$ cat src/sv/cbbf_pkg.sv
// cbbf_pkg: shared types, register indexes and constants for the content
// bounding box finder. No dependencies.
`timescale 1ns / 1ps

package cbbf_pkg;

    // largest supported frame side (pixels per row, rows per frame)
    localparam int MAX_SIDE_DEFAULT = 4096;

    localparam int CFG_INDEX_W = 3;
    localparam int CFG_DATA_W  = 13;
    localparam int SIZE_W      = 13;
    localparam int COLOR_W     = 8;
    localparam int COORD_W     = 12;
    localparam int DIM_W       = 13;

    // register indexes on the configuration port
    localparam logic [CFG_INDEX_W-1:0] REG_IMAGE_WIDTH  = 3'd0;
    localparam logic [CFG_INDEX_W-1:0] REG_IMAGE_HEIGHT = 3'd1;
    localparam logic [CFG_INDEX_W-1:0] REG_BG_RED       = 3'd2;
    localparam logic [CFG_INDEX_W-1:0] REG_BG_GREEN     = 3'd3;
    localparam logic [CFG_INDEX_W-1:0] REG_BG_BLUE      = 3'd4;
    localparam logic [CFG_INDEX_W-1:0] REG_TOLERANCE    = 3'd5;

    // reset values: white background, exact match, 1x1 frame
    localparam logic [COLOR_W-1:0] BG_RESET        = 8'hff;
    localparam logic [COLOR_W-1:0] TOLERANCE_RESET = 8'h00;
    localparam logic [SIZE_W-1:0]  SIDE_RESET      = 13'd1;

    typedef struct packed {
        logic [COLOR_W-1:0] red;
        logic [COLOR_W-1:0] green;
        logic [COLOR_W-1:0] blue;
        logic [COLOR_W-1:0] alpha;
    } pixel_t;

    typedef struct packed {
        logic               found;
        logic [COORD_W-1:0] left;
        logic [COORD_W-1:0] top;
        logic [DIM_W-1:0]   box_width;
        logic [DIM_W-1:0]   box_height;
    } box_t;

    typedef struct packed {
        logic [SIZE_W-1:0]  image_width;
        logic [SIZE_W-1:0]  image_height;
        logic [COLOR_W-1:0] bg_red;
        logic [COLOR_W-1:0] bg_green;
        logic [COLOR_W-1:0] bg_blue;
        logic [COLOR_W-1:0] tolerance;
    } cfg_t;

    // classified pixel handed from the input stage to the tracker
    typedef struct packed {
        logic valid;
        logic content;
    } pix_stage_t;

    // absolute channel difference above tolerance
    function automatic logic differs(input logic [COLOR_W-1:0] a,
                                     input logic [COLOR_W-1:0] b,
                                     input logic [COLOR_W-1:0] tol);
        logic [COLOR_W-1:0] d;
        d = (a >= b) ? (a - b) : (b - a);
        return d > tol;
    endfunction

endpackage

$ cat src/sv/content_bounding_box_finder_core.sv
// content_bounding_box_finder_core: top level, configuration registers and
// the two pipeline parts. Depends on cbbf_pkg, cbbf_classify, cbbf_tracker.
`timescale 1ns / 1ps

// usage
//   s_ channel: one RGBA pixel word per handshake, frame in raster order
//   (row by row, left to right). m_ channel: one box word per frame, sent
//   after the last pixel of the frame; found low means no content pixel.
//   cfg channel: register index and data; always ready. Write frame size,
//   background color and tolerance only while no pixel is in flight.
// throughput
//   one pixel per cycle sustained while no pending box word holds a frame end. A pixel is
//   registered and classified at acceptance, and counted when the tracker takes
//   it; the box word goes through the result register to m_valid.
// reset (aresetn low, synchronous)
//   frame counters and extremes clear, no word pending; registers go to a
//   1x1 frame, white background and zero tolerance.
// receiver stall
//   the box word holds in the result register. Pixels keep flowing until the
//   next frame's last pixel reaches the tracker; that pixel waits in the
//   input register and s_ready drops until the pending word is taken.

module content_bounding_box_finder_core
    import cbbf_pkg::*;
#(
    parameter int MAX_SIDE = MAX_SIDE_DEFAULT
) (
    input  logic                   aclk,
    input  logic                   aresetn,
    // pixel input
    input  logic                   s_valid,
    output logic                   s_ready,
    input  pixel_t                 s_pixel,
    // box output
    output logic                   m_valid,
    input  logic                   m_ready,
    output box_t                   m_box,
    // configuration writes
    input  logic                   cfg_valid,
    output logic                   cfg_ready,
    input  logic [CFG_INDEX_W-1:0] cfg_index,
    input  logic [CFG_DATA_W-1:0]  cfg_data
);

    cfg_t       cfg_reg, cfg_next;
    pix_stage_t stage;
    logic       stage_ready;

    // register writes take effect at once
    assign cfg_ready = 1'b1;

    // register decode; unknown indexes are dropped
    always_comb begin
        cfg_next = cfg_reg;
        if (cfg_valid) begin
            unique case (cfg_index)
                REG_IMAGE_WIDTH:  cfg_next.image_width  = SIZE_W'(cfg_data);
                REG_IMAGE_HEIGHT: cfg_next.image_height = SIZE_W'(cfg_data);
                REG_BG_RED:       cfg_next.bg_red       = cfg_data[COLOR_W-1:0];
                REG_BG_GREEN:     cfg_next.bg_green     = cfg_data[COLOR_W-1:0];
                REG_BG_BLUE:      cfg_next.bg_blue      = cfg_data[COLOR_W-1:0];
                REG_TOLERANCE:    cfg_next.tolerance    = cfg_data[COLOR_W-1:0];
                default: ;
            endcase
        end
    end

    always_ff @(posedge aclk) begin
        if (!aresetn) begin
            cfg_reg.image_width  <= SIDE_RESET;
            cfg_reg.image_height <= SIDE_RESET;
            cfg_reg.bg_red       <= BG_RESET;
            cfg_reg.bg_green     <= BG_RESET;
            cfg_reg.bg_blue      <= BG_RESET;
            cfg_reg.tolerance    <= TOLERANCE_RESET;
        end else begin
            cfg_reg <= cfg_next;
        end
    end

    // input register and content test
    cbbf_classify u_classify (
        .aclk        (aclk),
        .aresetn     (aresetn),
        .s_valid     (s_valid),
        .s_ready     (s_ready),
        .s_pixel     (s_pixel),
        .cfg         (cfg_reg),
        .stage       (stage),
        .stage_ready (stage_ready)
    );

    // position counters, extremes and result register
    cbbf_tracker #(
        .MAX_SIDE (MAX_SIDE)
    ) u_tracker (
        .aclk        (aclk),
        .aresetn     (aresetn),
        .stage       (stage),
        .stage_ready (stage_ready),
        .cfg         (cfg_reg),
        .m_valid     (m_valid),
        .m_ready     (m_ready),
        .m_box       (m_box)
    );

endmodule

$ cat src/sv/cbbf_classify.sv
// cbbf_classify: input register stage, flags a pixel as content on entry.
// Depends on cbbf_pkg.
`timescale 1ns / 1ps

module cbbf_classify
    import cbbf_pkg::*;
(
    input  logic       aclk,
    input  logic       aresetn,
    input  logic       s_valid,
    output logic       s_ready,
    input  pixel_t     s_pixel,
    input  cfg_t       cfg,
    output pix_stage_t stage,
    input  logic       stage_ready
);

    logic valid_reg, valid_next;
    logic content_reg, content_next;

    assign s_ready = !valid_reg || stage_ready;

    always_comb begin
        valid_next   = s_ready ? s_valid : valid_reg;
        content_next = (s_pixel.alpha != '0) &&
                       (differs(s_pixel.red,   cfg.bg_red,   cfg.tolerance) ||
                        differs(s_pixel.green, cfg.bg_green, cfg.tolerance) ||
                        differs(s_pixel.blue,  cfg.bg_blue,  cfg.tolerance));
    end

    always_ff @(posedge aclk) begin
        if (!aresetn) begin
            valid_reg <= 1'b0;
        end else begin
            valid_reg <= valid_next;
        end
    end

    // payload, no reset
    always_ff @(posedge aclk) begin
        if (s_valid && s_ready) begin
            content_reg <= content_next;
        end
    end

    assign stage.valid   = valid_reg;
    assign stage.content = content_reg;

endmodule

$ cat src/sv/cbbf_tracker.sv
// cbbf_tracker: raster position counters, min/max content tracking and the
// result register. Depends on cbbf_pkg.
`timescale 1ns / 1ps

module cbbf_tracker
    import cbbf_pkg::*;
#(
    parameter int MAX_SIDE = MAX_SIDE_DEFAULT
) (
    input  logic       aclk,
    input  logic       aresetn,
    input  pix_stage_t stage,
    output logic       stage_ready,
    input  cfg_t       cfg,
    output logic       m_valid,
    input  logic       m_ready,
    output box_t       m_box
);

    localparam int CW = $clog2(MAX_SIDE);
    localparam int LW = (CW + 2 > SIZE_W + 1) ? CW + 2 : SIZE_W + 1;

    logic [CW-1:0] col_reg, col_next;
    logic [CW-1:0] row_reg, row_next;
    logic [CW-1:0] min_c_reg, min_c_next;
    logic [CW-1:0] max_c_reg, max_c_next;
    logic [CW-1:0] min_r_reg, min_r_next;
    logic [CW-1:0] max_r_reg, max_r_next;
    logic          any_reg, any_next;
    logic          m_valid_reg, m_valid_next;
    box_t          box_reg, box_next;

    logic [LW-1:0] width_lw, height_lw;
    logic          last_col, last_row, frame_end, advance;
    logic [CW-1:0] upd_min_c, upd_max_c, upd_min_r, upd_max_r;
    logic          upd_any;

    // zero reads as one, above MAX_SIDE reads as MAX_SIDE
    function automatic logic [LW-1:0] clamp_side(input logic [SIZE_W-1:0] v);
        logic [LW-1:0] x;
        x = LW'(v);
        if (x == '0)
            return LW'(1);
        if (x > LW'(MAX_SIDE))
            return LW'(MAX_SIDE);
        return x;
    endfunction

    always_comb begin
        width_lw  = clamp_side(cfg.image_width);
        height_lw = clamp_side(cfg.image_height);
        last_col  = (LW'(col_reg) + LW'(1)) >= width_lw;
        last_row  = (LW'(row_reg) + LW'(1)) >= height_lw;
        frame_end = last_col && last_row;
        advance   = stage.valid && (!frame_end || !m_valid_reg || m_ready);
        stage_ready = advance;

        upd_min_c = min_c_reg;
        upd_max_c = max_c_reg;
        upd_min_r = min_r_reg;
        upd_max_r = max_r_reg;
        upd_any   = any_reg;
        if (stage.content) begin
            if (!any_reg) begin
                upd_min_c = col_reg;
                upd_max_c = col_reg;
                upd_min_r = row_reg;
                upd_any   = 1'b1;
            end else begin
                if (col_reg < min_c_reg) upd_min_c = col_reg;
                if (col_reg > max_c_reg) upd_max_c = col_reg;
            end
            upd_max_r = row_reg;
        end

        col_next   = col_reg;
        row_next   = row_reg;
        min_c_next = min_c_reg;
        max_c_next = max_c_reg;
        min_r_next = min_r_reg;
        max_r_next = max_r_reg;
        any_next   = any_reg;
        box_next   = box_reg;
        m_valid_next = m_valid_reg && !m_ready;

        if (advance) begin
            min_c_next = upd_min_c;
            max_c_next = upd_max_c;
            min_r_next = upd_min_r;
            max_r_next = upd_max_r;
            any_next   = upd_any;
            if (!last_col) begin
                col_next = col_reg + CW'(1);
            end else begin
                col_next = '0;
                if (!last_row) begin
                    row_next = row_reg + CW'(1);
                end else begin
                    m_valid_next = 1'b1;
                    if (upd_any) begin
                        box_next.found      = 1'b1;
                        box_next.left       = COORD_W'(upd_min_c);
                        box_next.top        = COORD_W'(upd_min_r);
                        box_next.box_width  = DIM_W'(LW'(upd_max_c) + LW'(1) - LW'(upd_min_c));
                        box_next.box_height = DIM_W'(LW'(upd_max_r) + LW'(1) - LW'(upd_min_r));
                    end else begin
                        box_next = '0;
                    end
                    row_next   = '0;
                    min_c_next = '0;
                    max_c_next = '0;
                    min_r_next = '0;
                    max_r_next = '0;
                    any_next   = 1'b0;
                end
            end
        end
    end

    always_ff @(posedge aclk) begin
        if (!aresetn) begin
            col_reg     <= '0;
            row_reg     <= '0;
            min_c_reg   <= '0;
            max_c_reg   <= '0;
            min_r_reg   <= '0;
            max_r_reg   <= '0;
            any_reg     <= 1'b0;
            m_valid_reg <= 1'b0;
        end else begin
            col_reg     <= col_next;
            row_reg     <= row_next;
            min_c_reg   <= min_c_next;
            max_c_reg   <= max_c_next;
            min_r_reg   <= min_r_next;
            max_r_reg   <= max_r_next;
            any_reg     <= any_next;
            m_valid_reg <= m_valid_next;
        end
    end

    // result payload, no reset
    always_ff @(posedge aclk) begin
        box_reg <= box_next;
    end

    assign m_valid = m_valid_reg;
    assign m_box   = box_reg;

    // an empty frame reports an all-zero box
    a_empty_zero: assert property (@(posedge aclk) disable iff (!aresetn)
        m_valid_reg && !box_reg.found |->
            box_reg.left == '0 && box_reg.top == '0 &&
            box_reg.box_width == '0 && box_reg.box_height == '0)
        else $error("empty frame result carries nonzero box");

    // a found box always spans at least one pixel
    a_found_span: assert property (@(posedge aclk) disable iff (!aresetn)
        m_valid_reg && box_reg.found |->
            box_reg.box_width != '0 && box_reg.box_height != '0)
        else $error("found box with zero extent");

    // tracked extremes stay cleared until the first content pixel
    a_idle_clear: assert property (@(posedge aclk) disable iff (!aresetn)
        !any_reg |-> min_c_reg == '0 && max_c_reg == '0 &&
                     min_r_reg == '0 && max_r_reg == '0)
        else $error("extremes set without content");

    // extremes stay ordered
    a_ordered: assert property (@(posedge aclk) disable iff (!aresetn)
        any_reg |-> min_c_reg <= max_c_reg && min_r_reg <= max_r_reg)
        else $error("min/max out of order");

    // a pending result is never overwritten by the next frame end
    a_no_overrun: assert property (@(posedge aclk) disable iff (!aresetn)
        m_valid_reg && !m_ready |=> m_valid_reg && $stable(box_reg))
        else $error("result overwritten while stalled");

endmodule
$ cat config.mk
export PLATFORM = sky130hd
export DESIGN_NAME = content_bounding_box_finder_core
export DESIGN_NICKNAME = d
export VERILOG_FILES = /design/src/sv/cbbf_pkg.sv /design/src/sv/content_bounding_box_finder_core.sv /design/src/sv/cbbf_classify.sv /design/src/sv/cbbf_tracker.sv
export SDC_FILE = /design/constraint.sdc
export NUM_CORES = 1
export LEC_CHECK = 0
export ABC_CLOCK_PERIOD_IN_PS = 5280
export BUFFER_PORTS_ARGS = -buffer_cell sky130_fd_sc_hd__buf_4
export CELL_PAD_IN_SITES_DETAIL_PLACEMENT = 0
export CELL_PAD_IN_SITES_GLOBAL_PLACEMENT = 2
export CORE_ASPECT_RATIO = 0.7
export CORE_MARGIN = 5
export CORE_UTILIZATION = 35
export DETAILED_ROUTE_END_ITERATION = 7
export GPL_TIMING_DRIVEN = 0
export PLACE_DENSITY = 0.89
export SETUP_SLACK_MARGIN = 0.05
export SYNTH_ARGS = -nofsm -noshare
export SYNTH_HDL_FRONTEND = slang
export SYNTH_HIERARCHICAL = 1
export SYNTH_SLANG_ARGS = --single-unit
$ cat constraint.sdc
create_clock -name aclk -period 5.28 [get_ports aclk]
set_input_delay 1.056 -clock aclk [delete_from_list [all_inputs] [get_ports aclk]]
set_output_delay 1.056 -clock aclk [all_outputs]
set_load 0.02 [all_outputs]
==> metrics.txt <==
status=finished, final reports clean; core area=35800 µm²; FILL cells=3501; Net Count, Synth=1573; number of synthesized flops with an enable pin=52; All-Layer GR Usage=16.0%; initial core utilization=35.4%; fin util=41.0%; Die X=237 µm; vias per cell=5.06; root buf cell=clkbuf_16; CP max FO=10; multi-input logic area=7640 µm²; Finished Layout Cells=1964; Routed WL=32.4 mm; post-synthesis simple-gate area fraction=14.4%; Pre-Repair DR Iteration Count=5; largest family of logic cells by synthesized area=adder cells; HPWL after DPL=26.0 mm; part of the cycle the worst path needs=96.0%; Final setup viols=0; worst r2r dst=u_tracker/m_box[24]; Hold Crit Start=u_tracker/min_r_reg[3]; dpl cells=1932; synthesized area per cell=9.40 µm²; M1 WL=16.8 mm; total grt overflow=0; Reg2Reg Setup Slack=0.40 ns; count of state elements after synthesis=185; vias in the first global route=9705; Mapped Cells=1346; final worst path period need=5.07 ns; top_reg_cell synth=dfxtp_1; Synth cell types=88; Startpoint Class=flop; sw frac=29.5%; H-tree level count=4; Clk Latency, worst-skew pair=0.44 ns; depth of the most critical reg-to-reg path=19; Die Span Y=169 µm; Yosys warnings=6; NetSw=1030 µW; Port Buffer Count=105; max FFs per register=58; DR vias=9944; Endpoint, Worst Hold=u_tracker/min_r_reg[3]; Max clock buf depth=2; Seq. cell area=4230 µm²; Clk pwr share=37.1%; post-route cell area=14700 µm²; Top Layer Used=met5; first-pass GRT wire length=51.9 mm; final net count=1698; Int Pwr=2470 µW; Cell Area, Placed=14100 µm²; clock slew at reported path FFs=0.07 ns; met2 routed WL=13.7 mm; commonest non-fill, non-tap cell in the layout=ha_1; Rows=58; post-synthesis mux area share=9.41%; Slew headroom=44.5%; CP Data Arrival Time=4.02 ns; Num CTS Buffers=17; RSZ-0062 raised after global routing=true; sequential share of power=43.9%; Async SR Flop Fraction=0%; CP Class=flop to output port; total die area=40100 µm²; Worst Max-Slew Pin Slew=0.831 ns; CTS tree=built; Pleak=0.00688 µW; reg2reg start=u_tracker/min_c_reg[2]; initial antenna violation count=1; register area share after synthesis=33.4%; clock skew=0.0106 ns; Comb power frac=19.1%; Area Overhead vs Synth=16.1%; # diodes=0; met3 wire length=1.41 mm; compound-gate portion of the synthesized area=15.0%; hold path depth=2; Worst Setup End Kind=output port; largest net degree at the start of global routing=28; Hold Vio Cnt, Final=0; # clock sinks=185; I/O Pins=107; worst endpoint required time=4.22 ns; most frequent cells in the layout=166 x ha_1, 132 x nand2_1, 131 x dfxtp_1; PwrDens=238 nW/µm²; Post-CTS Hold Fix Bufs=0; wire length per cell=16.5 µm; Fmax achieved=0.197 GHz; worst min path class=flop to flop; share of cells above drive strength 1=15.6%; MaxCap Viol Count=0; Post-Synth Adder-Cell Area=17.7%; maximum vdd drop=0.182 mV; xor/xnor share of the synthesized area=3.67%; Final Max Slew Viols=0; Mapped Area=12700 µm²; Routed Antenna Nets=0; DRC Markers=0; Setup Total Neg Slack=0 ns; routability cong.=0.857; DR iter-0 viols=681; Tot Pwr=3500 µW
## routing by layer
metal	GRT usage (%)	vias up
met4	3.29	2
li1	-	5034
met5	0	-
met3	3.37	24
met2	23.8	173
met1	23.9	4711
## area by class of cell
type	instances	share of cell area (%)
multi-input combinational	993	52.0
sequential	185	28.8
timing repair buffer	106	5.50
tap	480	4.09
clock buffer	21	3.36
buffer	68	2.98
inverter	100	2.56
clock inverter	11	0.707
## worst max-delay path by stage
stage	from	to	slack (ns)	depth (start not counted)
finish	u_tracker/col_reg[1]	s_ready	0.21	15
global route	u_tracker/row_reg[1]	s_ready	0.01	15
CTS	u_tracker/row_reg[0]	s_ready	0.07	15
detailed placement	u_tracker/col_reg[1]	u_tracker/m_box[42]	0.34	15
global placement	u_tracker/col_reg[1]	u_tracker/any_reg	-0.72	15
floorplan	u_tracker/col_reg[1]	u_tracker/m_box[0]	0.62	14
## worst max-delay path, stage by stage, from the launching register on
cell and delay [ns]:
dfxtp_2 0.45, ha_1 0.27, and3_2 0.28, and3_1 0.25, and3_1 0.17, clkbuf_1 0.21, xor2_1 0.21, ha_1 0.27
o21a_1 0.19, a21oi_2 0.25, a21o_1 0.23, a32o_2 0.30, nor2_1 0.10, inv_2 0.09, nand2b_1 0.14, buf_4 0.16
## synthesized netlist by cell type (21+ instances only)
cell | count | area (µm²)
inv_1 | 98 | 368
nor2_1 | 78 | 293
a21o_1 | 23 | 173
o21ai_0 | 62 | 310
mux2i_1 | 101 | 1010
xnor2_1 | 21 | 184
dfxtp_1 | 133 | 2660
nand2_1 | 132 | 495
edfxtp_1 | 52 | 1560
ha_1 | 166 | 2080
clkbuf_1 | 25 | 93.8
a22o_1 | 33 | 289
a21oi_1 | 77 | 385
nor2b_1 | 49 | 307
xor2_1 | 32 | 280
## cells by family (layout without fill, tap and decap cells)
logic type	after synthesis	in the layout
AO/OA/AOI/OAI	284	284
XOR/XNOR	53	53
AND/OR/NAND/NOR	364	364
adder cells (fa/ha/maj)	174	174
multiplexers	117	117
buffers and inverters	168	306
other	1	1
flip-flops	185	185
## timing repair
item	in CTS	in global routing
setup endpoints to repair	1	2
buffers inserted	0	0
gates resized for setup	3	5
## power by group through the flow
stage | combinational, µW | clock [µW] | sequential [µW]
after floorplan | 403 | 0 | 1600
after global placement | 640 | 0 | 1570
after detailed placement | 661 | 0 | 1570
after CTS | 664 | 1330 | 1530
after global routing | 733 | 1400 | 1540
final | 667 | 1300 | 1530
## stage by stage
step           setup WS [ns]  hold WS (ns)
2_1_floorplan          0.622         0.424
3_3_place_gp          -0.715         0.434
3_5_place_dp           0.338         0.444
4_1_cts               0.0665         0.461
5_1_grt              0.00986         0.486
6_report               0.209         0.457
Power figures use the tool's default switching activity.
